File: config.mk
export PLATFORM = sky130hd
export DESIGN_NAME = rpc_reply_word_parser_top
export DESIGN_NICKNAME = d
export VERILOG_FILES = /design/src/rtl/rpc_rwp_pkg.sv /design/src/rtl/rpc_rwp_parser.sv /design/src/rtl/rpc_rwp_out_fifo.sv /design/src/rtl/rpc_reply_word_parser_top.sv
export SDC_FILE = /design/constraint.sdc
export NUM_CORES = 2
export LEC_CHECK = 0
export ABC_AREA = 1
export ABC_CLOCK_PERIOD_IN_PS = 11600
export BUFFER_PORTS_ARGS = -buffer_cell sky130_fd_sc_hd__buf_2
export CAP_MARGIN = 20
export CORE_ASPECT_RATIO = 1.2
export CORE_MARGIN = 8
export CORE_UTILIZATION = 25
export CTS_CLUSTER_DIAMETER = 200
export DETAILED_ROUTE_END_ITERATION = 10
export PLACE_DENSITY_LB_ADDON = 0.1
export SLEW_MARGIN = 30
export SYNTH_ARGS = -nofsm -noshare
export SYNTH_HDL_FRONTEND = slang
export SYNTH_SLANG_ARGS = --single-unit
export TNS_END_PERCENT = 10
File: constraint.sdc
create_clock -name clk -period 11.6 [get_ports clk]
set_input_delay 0.58 -clock clk [delete_from_list [all_inputs] [get_ports clk]]
set_output_delay 0.58 -clock clk [all_outputs]
set_load 0.01 [all_outputs]
File: src/rtl/rpc_rwp_pkg.sv
// rpc reply word parser package: parse phases, reply kinds, protocol codes
// and the result record shared by the parser, the result queue and the top level
// no dependencies
`default_nettype none

package rpc_rwp_pkg;

  localparam logic [31:0] REPLY_MSG_TYPE     = 32'd1;
  localparam logic [31:0] RPC_MSG_ACCEPTED   = 32'd0;
  localparam logic [31:0] RPC_ACCEPT_SUCCESS = 32'd0;

  localparam int VWORDS_W = 31;
  localparam int QUEUE_DEPTH = 4;

  typedef enum logic [3:0] {
    PH_XID     = 4'd0,
    PH_MTYPE   = 4'd1,
    PH_RSTAT   = 4'd2,
    PH_VFLAVOR = 4'd3,
    PH_VLEN    = 4'd4,
    PH_VBODY   = 4'd5,
    PH_ASTAT   = 4'd6,
    PH_RES0    = 4'd7,
    PH_RES1    = 4'd8,
    PH_RES2    = 4'd9,
    PH_RES3    = 4'd10,
    PH_DATA    = 4'd11,
    PH_DONE    = 4'd12
  } phase_t;

  typedef enum logic [2:0] {
    KIND_SINGLE  = 3'd0,
    KIND_CREATE  = 3'd1,
    KIND_WRITE   = 3'd2,
    KIND_READ    = 3'd3,
    KIND_READSTB = 3'd4
  } kind_t;

  typedef struct packed {
    logic               is_status;
    logic               last_result;
    logic [31:0]        data_word;
    logic [2:0]         data_bytes;
    logic               parse_ok;
    logic [31:0]        transaction_id;
    logic signed [31:0] error_code;
    logic signed [31:0] value_a;
    logic [31:0]        value_b;
    logic [31:0]        value_c;
    logic [31:0]        payload_length;
  } result_t;

endpackage

`default_nettype wire

File: src/rtl/rpc_rwp_parser.sv
// rpc reply word parser core: per-message state and result decode, one word per cycle while go is high
// depends on rpc_rwp_pkg
`default_nettype none

module rpc_rwp_parser (
  input  wire logic                clk,
  input  wire logic                rst_n,
  input  wire logic                go,
  input  wire logic [31:0]         word,
  input  wire logic                last_word,
  input  wire logic [2:0]          reply_kind,
  output logic [1:0]               push_cnt,
  output rpc_rwp_pkg::result_t     res0,
  output rpc_rwp_pkg::result_t     res1
);
  import rpc_rwp_pkg::*;

  phase_t                phase_r, phase_nxt;
  logic [VWORDS_W-1:0]   vleft_r, vleft_nxt;
  logic [31:0]           oleft_r, oleft_nxt;
  kind_t                 kind_r, kind_nxt;
  logic                  good_r, good_nxt;
  logic [31:0]           xid_r, xid_nxt;
  logic [31:0]           err_r, err_nxt;
  logic [31:0]           va_r, va_nxt;
  logic [31:0]           vb_r, vb_nxt;
  logic [31:0]           vc_r, vc_nxt;
  logic [31:0]           len_r, len_nxt;

  logic [VWORDS_W-1:0]   vcount;
  logic [2:0]            nb;
  logic                  emit_data;
  result_t               data_res;
  result_t               stat_res;

  assign vcount = {1'b0, word[31:2]} + VWORDS_W'(|word[1:0]);
  assign nb     = (oleft_r >= 32'd4) ? 3'd4 : oleft_r[2:0];

  always_comb begin
    phase_nxt = phase_r;
    vleft_nxt = vleft_r;
    oleft_nxt = oleft_r;
    kind_nxt  = kind_r;
    good_nxt  = good_r;
    xid_nxt   = xid_r;
    err_nxt   = err_r;
    va_nxt    = va_r;
    vb_nxt    = vb_r;
    vc_nxt    = vc_r;
    len_nxt   = len_r;
    emit_data = 1'b0;
    unique case (phase_r)
      PH_XID: begin
        xid_nxt   = word;
        kind_nxt  = (reply_kind <= 3'(KIND_READSTB)) ? kind_t'(reply_kind) : KIND_SINGLE;
        phase_nxt = PH_MTYPE;
      end
      PH_MTYPE: begin
        if (word != REPLY_MSG_TYPE) begin
          good_nxt  = 1'b0;
          phase_nxt = PH_DONE;
        end else begin
          phase_nxt = PH_RSTAT;
        end
      end
      PH_RSTAT: begin
        if (word != RPC_MSG_ACCEPTED) begin
          good_nxt  = 1'b0;
          phase_nxt = PH_DONE;
        end else begin
          phase_nxt = PH_VFLAVOR;
        end
      end
      PH_VFLAVOR: phase_nxt = PH_VLEN;
      PH_VLEN: begin
        vleft_nxt = vcount;
        phase_nxt = (vcount == '0) ? PH_ASTAT : PH_VBODY;
      end
      PH_VBODY: begin
        vleft_nxt = vleft_r - VWORDS_W'(1);
        if (vleft_r == VWORDS_W'(1)) phase_nxt = PH_ASTAT;
      end
      PH_ASTAT: begin
        if (word != RPC_ACCEPT_SUCCESS) begin
          good_nxt  = 1'b0;
          phase_nxt = PH_DONE;
        end else begin
          phase_nxt = PH_RES0;
        end
      end
      PH_RES0: begin
        err_nxt   = word;
        phase_nxt = (kind_r == KIND_SINGLE) ? PH_DONE : PH_RES1;
      end
      PH_RES1: begin
        va_nxt    = (kind_r == KIND_READSTB) ? {24'd0, word[7:0]} : word;
        phase_nxt = (kind_r == KIND_CREATE || kind_r == KIND_READ) ? PH_RES2 : PH_DONE;
      end
      PH_RES2: begin
        if (kind_r == KIND_READ) begin
          len_nxt   = word;
          oleft_nxt = word;
          phase_nxt = (word == 32'd0) ? PH_DONE : PH_DATA;
        end else begin
          vb_nxt    = word;
          phase_nxt = PH_RES3;
        end
      end
      PH_RES3: begin
        vc_nxt    = word;
        phase_nxt = PH_DONE;
      end
      PH_DATA: begin
        emit_data = 1'b1;
        oleft_nxt = oleft_r - {29'd0, nb};
        if (oleft_r == {29'd0, nb}) phase_nxt = PH_DONE;
      end
      default: ;
    endcase
  end

  always_comb begin
    data_res             = '0;
    data_res.data_word   = word;
    data_res.data_bytes  = nb;
    data_res.last_result = !last_word;

    stat_res                = '0;
    stat_res.is_status      = 1'b1;
    stat_res.last_result    = 1'b1;
    stat_res.parse_ok       = good_nxt && (phase_nxt == PH_DONE);
    stat_res.transaction_id = xid_nxt;
    stat_res.error_code     = err_nxt;
    stat_res.value_a        = va_nxt;
    stat_res.value_b        = vb_nxt;
    stat_res.value_c        = vc_nxt;
    stat_res.payload_length = len_nxt;

    push_cnt = go ? (2'(emit_data) + 2'(last_word)) : 2'd0;
    res0     = emit_data ? data_res : stat_res;
    res1     = stat_res;
  end

  always_ff @(posedge clk) begin
    if (!rst_n || (go && last_word)) begin
      phase_r <= PH_XID;
      vleft_r <= '0;
      oleft_r <= '0;
      kind_r  <= KIND_SINGLE;
      good_r  <= 1'b1;
      xid_r   <= '0;
      err_r   <= '0;
      va_r    <= '0;
      vb_r    <= '0;
      vc_r    <= '0;
      len_r   <= '0;
    end else if (go) begin
      phase_r <= phase_nxt;
      vleft_r <= vleft_nxt;
      oleft_r <= oleft_nxt;
      kind_r  <= kind_nxt;
      good_r  <= good_nxt;
      xid_r   <= xid_nxt;
      err_r   <= err_nxt;
      va_r    <= va_nxt;
      vb_r    <= vb_nxt;
      vc_r    <= vc_nxt;
      len_r   <= len_nxt;
    end
  end

`ifndef SYNTHESIS
  a_vleft_only_in_body: assert property (@(posedge clk) disable iff (!rst_n)
    (phase_r != PH_VBODY) |-> (vleft_r == '0))
    else $error("verifier count nonzero outside verifier body");
  a_data_has_bytes: assert property (@(posedge clk) disable iff (!rst_n)
    (phase_r == PH_DATA) |-> (oleft_r != 32'd0))
    else $error("data phase with no opaque bytes left");
  a_last_restarts: assert property (@(posedge clk) disable iff (!rst_n)
    (go && last_word) |=> (phase_r == PH_XID && good_r))
    else $error("message state not cleared after last word");
`endif

endmodule

`default_nettype wire

File: src/rtl/rpc_rwp_out_fifo.sv
// rpc reply word parser result queue: takes up to two results per cycle, gives one
// depends on rpc_rwp_pkg
`default_nettype none

module rpc_rwp_out_fifo (
  input  wire logic                clk,
  input  wire logic                rst_n,
  input  wire logic [1:0]          push_cnt,
  input  rpc_rwp_pkg::result_t     d0,
  input  rpc_rwp_pkg::result_t     d1,
  input  wire logic                pop,
  output logic                     room2,
  output logic                     head_valid,
  output rpc_rwp_pkg::result_t     head
);
  import rpc_rwp_pkg::*;

  localparam int PW = $clog2(QUEUE_DEPTH);

  result_t         mem_r [QUEUE_DEPTH];
  logic [PW-1:0]   wr_ptr_r, wr_ptr_nxt;
  logic [PW-1:0]   rd_ptr_r, rd_ptr_nxt;
  logic [PW:0]     cnt_r, cnt_nxt;
  logic            do_pop;

  assign head_valid = (cnt_r != '0);
  assign head       = mem_r[rd_ptr_r];
  assign room2      = (cnt_r <= (PW+1)'(QUEUE_DEPTH - 2));
  assign do_pop     = pop && head_valid;

  always_comb begin
    wr_ptr_nxt = wr_ptr_r + PW'(push_cnt);
    rd_ptr_nxt = rd_ptr_r + PW'(do_pop);
    cnt_nxt    = cnt_r + (PW+1)'(push_cnt) - (PW+1)'(do_pop);
  end

  always_ff @(posedge clk) begin
    if (push_cnt != 2'd0) mem_r[wr_ptr_r] <= d0;
    if (push_cnt == 2'd2) mem_r[wr_ptr_r + PW'(1)] <= d1;
  end

  always_ff @(posedge clk) begin
    if (!rst_n) begin
      wr_ptr_r <= '0;
      rd_ptr_r <= '0;
      cnt_r    <= '0;
    end else begin
      wr_ptr_r <= wr_ptr_nxt;
      rd_ptr_r <= rd_ptr_nxt;
      cnt_r    <= cnt_nxt;
    end
  end

`ifndef SYNTHESIS
  a_no_overflow: assert property (@(posedge clk) disable iff (!rst_n)
    (push_cnt != 2'd0) |-> room2)
    else $error("result pushed into full queue");
`endif

endmodule

`default_nettype wire

File: src/rtl/rpc_reply_word_parser_top.sv
// a word accepted into the input register is parsed from there and its results are written
// to the result queue, whose head drives out_*
// throughput: one word per cycle while the queue has room for two results, set by the
// single parser pass per word; a data word that is also the last word gives two results
// reset: rst_n synchronous active low, clears input stage, message state and queue
// top level: input register, parser core and result queue; depends on rpc_rwp_pkg
`default_nettype none

module rpc_reply_word_parser_top (
  input  wire logic          clk,
  input  wire logic          rst_n,
  input  wire logic          in_tvalid,
  output logic               in_tready,
  input  wire logic [31:0]   in_tdata,   // word[31:0]
  input  wire logic          in_tlast,
  input  wire logic [2:0]    in_tuser,   // reply_kind[2:0]
  output logic               out_tvalid,
  input  wire logic          out_tready,
  // data_word[31:0] data_bytes[34:32] parse_ok[35] transaction_id[67:36]
  // error_code[99:68] value_a[131:100] value_b[163:132] value_c[195:164]
  // payload_length[227:196] zero[231:228]
  output logic [231:0]       out_tdata,
  output logic               out_tlast,
  output logic               out_tuser   // is_status
);
  import rpc_rwp_pkg::*;

  logic          s1_valid_r;
  logic [31:0]   s1_word_r;
  logic          s1_last_r;
  logic [2:0]    s1_kind_r;
  logic          s1_go;
  logic          room2;
  logic [1:0]    push_cnt;
  result_t       res0, res1, head;

  assign s1_go     = s1_valid_r && room2;
  assign in_tready = !s1_valid_r || s1_go;

  always_ff @(posedge clk) begin
    if (!rst_n) begin
      s1_valid_r <= 1'b0;
    end else if (in_tready) begin
      s1_valid_r <= in_tvalid;
    end
  end

  always_ff @(posedge clk) begin
    if (in_tready && in_tvalid) begin
      s1_word_r <= in_tdata;
      s1_last_r <= in_tlast;
      s1_kind_r <= in_tuser;
    end
  end

  rpc_rwp_parser u_parser (
    .clk        (clk),
    .rst_n      (rst_n),
    .go         (s1_go),
    .word       (s1_word_r),
    .last_word  (s1_last_r),
    .reply_kind (s1_kind_r),
    .push_cnt   (push_cnt),
    .res0       (res0),
    .res1       (res1)
  );

  rpc_rwp_out_fifo u_out_fifo (
    .clk        (clk),
    .rst_n      (rst_n),
    .push_cnt   (push_cnt),
    .d0         (res0),
    .d1         (res1),
    .pop        (out_tready),
    .room2      (room2),
    .head_valid (out_tvalid),
    .head       (head)
  );

  assign out_tuser = head.is_status;
  assign out_tlast = head.last_result;
  assign out_tdata = {4'd0, head.payload_length, head.value_c, head.value_b,
                      head.value_a, head.error_code, head.transaction_id,
                      head.parse_ok, head.data_bytes, head.data_word};

`ifndef SYNTHESIS
  a_stalled_word_held: assert property (@(posedge clk) disable iff (!rst_n)
    (s1_valid_r && !s1_go) |=> (s1_valid_r && $stable(s1_word_r) && $stable(s1_last_r)))
    else $error("held input word lost while queue full");
`endif

endmodule

`default_nettype wire

# Yosys cells after proc, flatten, opt, wreduce, memory -nomap -nowiden
# Memories as Yosys holds them, arrays and structs flattened. A register that Yosys moved wholly into a read port is not among the register bits.
# Cells that the tools add are included.
# Widths: inputs -> output; s select.
# classes
n_reduce_logical	25
eq_ne	20
order_cmp	3
muxes	36
add_sub_neg	9
# ops
op	count
$mux 32	10
$mux 230	1
$pmux 32 s2	1
$pmux 31 s2	1
$pmux 4 s12	1
$eq 32x3->1	1
$ge 32x3->1 const B	1
$logic_not 32->1	1
$ne 32x1->1 const B	1
$reduce_bool 32->1	1
$sub 32x3->32	1
$add 30x1->31	1
$eq 31x1->1 const B	1
$logic_not 31->1	1
$sub 31x1->31 const B	1
$mux 4	6
$eq 4x4->1 const B	5
$eq 4x3->1 const B	4
$mux 3	5
$eq 4x2->1 const B	2
$mux 1	7
$mux 2	3
$reduce_bool 2->1	3
$logic_and 1x1->1	5
23 further kinds	29
# totals
elab_cells	112
memories	1
input_bits	40
out_inout_bits	236
ramBits	920
regBits	307
# mem_list
name	words	width	read_ports	rd_clocked_by_memory_dff	write_ports	line_no	source
u_out_fifo.mem_r	4	230	1	1	2	rpc_rwp_out_fifo.sv:20	result_t mem_r [QUEUE_DEPTH];

# Depth between registers and ports, before layout
# depth
word_depth	8
depth_mapped	19
mapped_depth_nobuf	19

# Cells and area by module
# A second synthesis with hierarchy kept.
# hier_totals
hier_cells	7604
area_unflattened_um2	64371.7
# modules_own_cells
module	area_per_inst_um2	cells_each	seq_area_each_um2	instances
rpc_rwp_out_fifo	45583.7	4562	27766.6	1
rpc_rwp_parser	17614.4	2992	5265.0	1
rpc_reply_word_parser_top	1173.6	50	1101.1	1

# Worst setup path before layout
# Ideal clock, no wire load.
# synth_timing
kind	register to register
start	register u_parser.phase_r[1]
end	memory u_out_fifo.mem_r[0][156] (netlist name) (data pin)
path_buffers	4
arrival_ns	5.167
path_slack_ns	6.292
setup_time_ns	0.141
stages_incl_launch_ff	18
required_ns	11.459
synth_period_minus_slack_ns	5.308
cell_sequence	dfxtp_1 clkbuf_1 nand2_1 nor2_2 clkbuf_1 ha_1 inv_1 nor2_8 inv_2 nor2_4 inv_2 nor2_2 inv_2 nand2_2 o21ai_2 buf_6 buf_4 nor2_1
# synth_lines
element	line_no	source
start: declaration	rpc_rwp_parser.sv:18	phase_t phase_r, phase_nxt;
start signal: assignment	rpc_rwp_parser.sv:158	phase_r <= phase_nxt;
end: declaration	rpc_rwp_out_fifo.sv:20	

==> flow_summary.yaml <==
critical_path:
  critPathLaunchType: "flip-flop"
  cp-startpoint: "u_parser.phase_r[1]"
  criticalPathCategory: "reg2reg"
  crit_fanout: 83
  r2r_cells: 15
  crit_path_end_kind: "flip-flop"
  critPathTopFamily: "buffers and inverters"
  cp.buffers_inverters: 6
  required_ps: 12120
  r2r_end: "u_out_fifo.mem_r[2][80]"
  cp_slowest_stage_delay_ps: 650
  path_cells: "nand2_1 -> nor2_4 -> ha_1 -> inv_1 -> nor2_1 -> nor2_1 -> inv_2 -> nand2_2 -> buf_4 -> nand2_8 -> o21ai_4 -> buf_4 -> buf_12 -> buf_16 -> nor2_1"
  timing.rr.start: "u_parser.phase_r[1]"
  critPathArrivalTime_ps: 5680
  worst_setup_path_endpoint: "u_out_fifo.mem_r[2][80]"
  worst_path_max_delay_cell: "buf_4"
  r2r_setup_slack_ps: 6440
  path_depth: 15
  cp_common_cell: "nor2_1"
timing:
  hold_viol: 0
  tns_ps: 0
  drv_slew: 0
  fmax_ghz: 0.194
  setup_viol: 0
  tightest_slew_ps: 1060
  clock_skew_ps: 31.1
  rsz0062_at_grt: "false"
  finalCritPeriodShare_pct: 44.4
  slew_headroom_pct: 29.3
  min_period_ps: 5160
run:
  drv_cap: 0
floorplanning:
  die_w_um: 442
  rows: 187
  start_util_pct: 25.1
  dieArea_um2: 233000
  ios: 276
  design.core.area_um2: 216000
  die-height_um: 527
outcome:
  status: "complete, no violations"
synthesis:
  synth_mux_area_share_pct: 0
  synth_fa_ha_area_share_pct: 0.290
  syn-cell-area_um2: 54400
  postSynthAreaPerCell_um2: 9.07
  synth_xor_area_share_pct: 0.531
  synthArstFlopShare_pct: 0
  ys_ff_latch: 1227
  synth_ff_type: "edfxtp_1"
  synth_seq_area_share_pct: 60.0
  synth_top_family_by_area: "simple AND/OR/NAND/NOR gates"
  synth_edf_count: 808
  synth-warning-count: 0
  yosysUniqueCellTypes: 51
  synth-simple-area-share_pct: 18.0
  synth_cells: 6001
  synth_compound_area_share_pct: 15.1
cts:
  clkSinkCount: 1227
  cts_root_buf: "clkbuf_16"
  post_cts_buffers: 0
  clkLatencyLatePin_ps: 800
  numCtsBuffers: 143
  cts_hold_repair.buffers: 36
  cts.htree.levels: 4
  tritoncts: "yes"
  clk_path_buf_depth: 3
  path_clk_slew_ps: 70
  cts.repair.resized: 0
final_layout:
  area_growth_pct: 16.3
  instances_no_fill: 9061
  fill_cells: 22760
  drive_gt1_share_pct: 9.89
  final_nets: 6153
placement:
  routabilityCongestion: 0.795
  io_buffer_count: 271
  dp.cells: 8753
  hpwl_um: 121000
power:
  power_leakage_nw: 23.4
  powerDensity_nw_per_um2: 207
  peakVddDrop_mv: 0.128
route:
  drtIter0Drc: 3194
  drc: 0
  ant_nets: 0
  wl_um: 214000
  wl_per_cell_um: 23.7
  dr.pass1.iters: 5
  vias: 43525
  routed_via_density: 4.80
min_path:
  min-delay-start: "rst_n"
  hold_class: "in2reg"
global_route:
  grt_max_degree: 166
  antenna_found_initial: 19
  grt_overflow_total: 0
  grt_pass1_vias: 43105
  grt_first_pass_wirelength_um: 309000
  grt_use_total_pct: 17.7
## worst min path at each step
stage                               endpoint  cells past startpoint
finish                u_out_fifo.wr_ptr_r[0]                      3
global route             u_out_fifo.cnt_r[0]                      3
CTS                   u_out_fifo.wr_ptr_r[0]                      3
detailed placement  u_out_fifo.mem_r[1][229]                      2
global placement    u_out_fifo.mem_r[1][229]                      2
floorplan           u_out_fifo.mem_r[2][229]                      2
## cells in the mapped netlist, drive strengths merged, types with 2 or more instances
cell    count  area share, %
xor2       21           0.34
o21bai      2          0.028
o211ai    135            1.9
clkinv     13          0.090
edfxtp    808             45
ha         11           0.25
nand3     207            1.9
o21ai     797            7.3
a22oi      24           0.33
dfxtp     419             15
nor2     1620             11
nor3       25           0.28
nand3b      4          0.055
clkbuf    281            1.9
conb        2          0.014
o22ai     232            2.7
inv       333            2.3
nand2     587            4.1
nand4      21           0.25
a211oi     37           0.51
a21oi     240            2.2
xnor2      12           0.19
o21a        2          0.028
or2         2          0.023
buf       149            1.7
nor3b       2          0.028
a31oi       3          0.034
nor4        4          0.046
## logic make-up (layout without fill, tap and decap cells)
group,Yosys count,after routing
XOR/XNOR,33,33
adder cells (fa/ha/maj),12,12
AO/OA/AOI/OAI,1479,1479
flip-flops,1227,1227
buffers and inverters,776,992
AND/OR/NAND/NOR,2472,2472
other,2,11
## cell usage in the layout (no fill, tap or decap), types with 12 or more instances in the layout
| cell | count |
|---|---|
| inv_2 | 14 |
| nand4_1 | 20 |
| a211oi_1 | 37 |
| xor2_1 | 21 |
| clkbuf_8 | 18 |
| buf_2 | 271 |
| nand3_1 | 205 |
| nor3_1 | 19 |
| a22oi_1 | 24 |
| nor2_1 | 1601 |
| xnor2_1 | 12 |
| dfxtp_1 | 417 |
| o211ai_1 | 135 |
| clkinv_1 | 28 |
| edfxtp_1 | 808 |
| inv_1 | 316 |
| o21ai_0 | 790 |
| nand2_1 | 572 |
| dlygate4sd3_1 | 36 |
| buf_4 | 54 |
| clkinv_2 | 17 |
| clkbuf_1 | 47 |
| o22ai_1 | 232 |
| clkbuf_16 | 145 |
| a21oi_1 | 239 |
## tightest hold or removal path, stage by stage
cell,delay (ps)
buf_2,170
nand2_1,80
inv_1,30
## metal layers
metal | vias to the layer above | wire length, µm | track usage [%]
li1 | 20740 | - | -
met4 | 2 | 5130 | 4.72
met5 | - | 13 | 0
met1 | 21573 | 95400 | 22.8
met2 | 981 | 106000 | 31.3
met3 | 229 | 8160 | 2.40
## stage by stage
stage	power (mW)	worst slack [ps]	utilization (%)	hold slack [ps]	instance area [µm²]
4_1_cts	13.4	6100	29.2	32.6	63200
2_1_floorplan	6.96	6290	-	421	54400
5_1_grt	13.7	6070	29.2	82.4	63300
3_5_place_dp	8.75	6430	26.9	437	58300
3_3_place_gp	8.72	6530	26.9	434	58200
6_report	13.1	6440	29.3	112	63300
## registers in the layout, summed over array words and instances (netlist names), 3 cells and up
signal	count
u_out_fifo.cnt_r	3
u_parser.err_r	32
u_out_fifo.mem_r	920
u_parser.vb_r	32
u_parser.kind_r	3
u_parser.vc_r	32
u_parser.xid_r	32
u_parser.va_r	32
u_parser.len_r	32
u_parser.phase_r	4
u_parser.vleft_r	31
s1_word_r	32
u_parser.oleft_r	32
s1_kind_r	3
## final cells by class
cell class / instances / area [µm²] / share of cell area (%)
Antenna cell: 6 / 15.0 / 0.0237
Clock buffer: 210 / 4050 / 6.40
Clock inverter: 54 / 566 / 0.893
Inverter: 346 / 1330 / 2.10
Multi-Input combinational cell: 4001 / 18700 / 29.5
Sequential cell: 1227 / 32700 / 51.6
Tap cell: 2835 / 3550 / 5.60
Timing Repair Buffer: 382 / 2480 / 3.91
## power breakdown
part           internal (mW)  switching, mW
registers               4.84          0.165
clock network           2.61           1.93
logic                  0.947           2.59
Power figures use the tool's default switching activity.
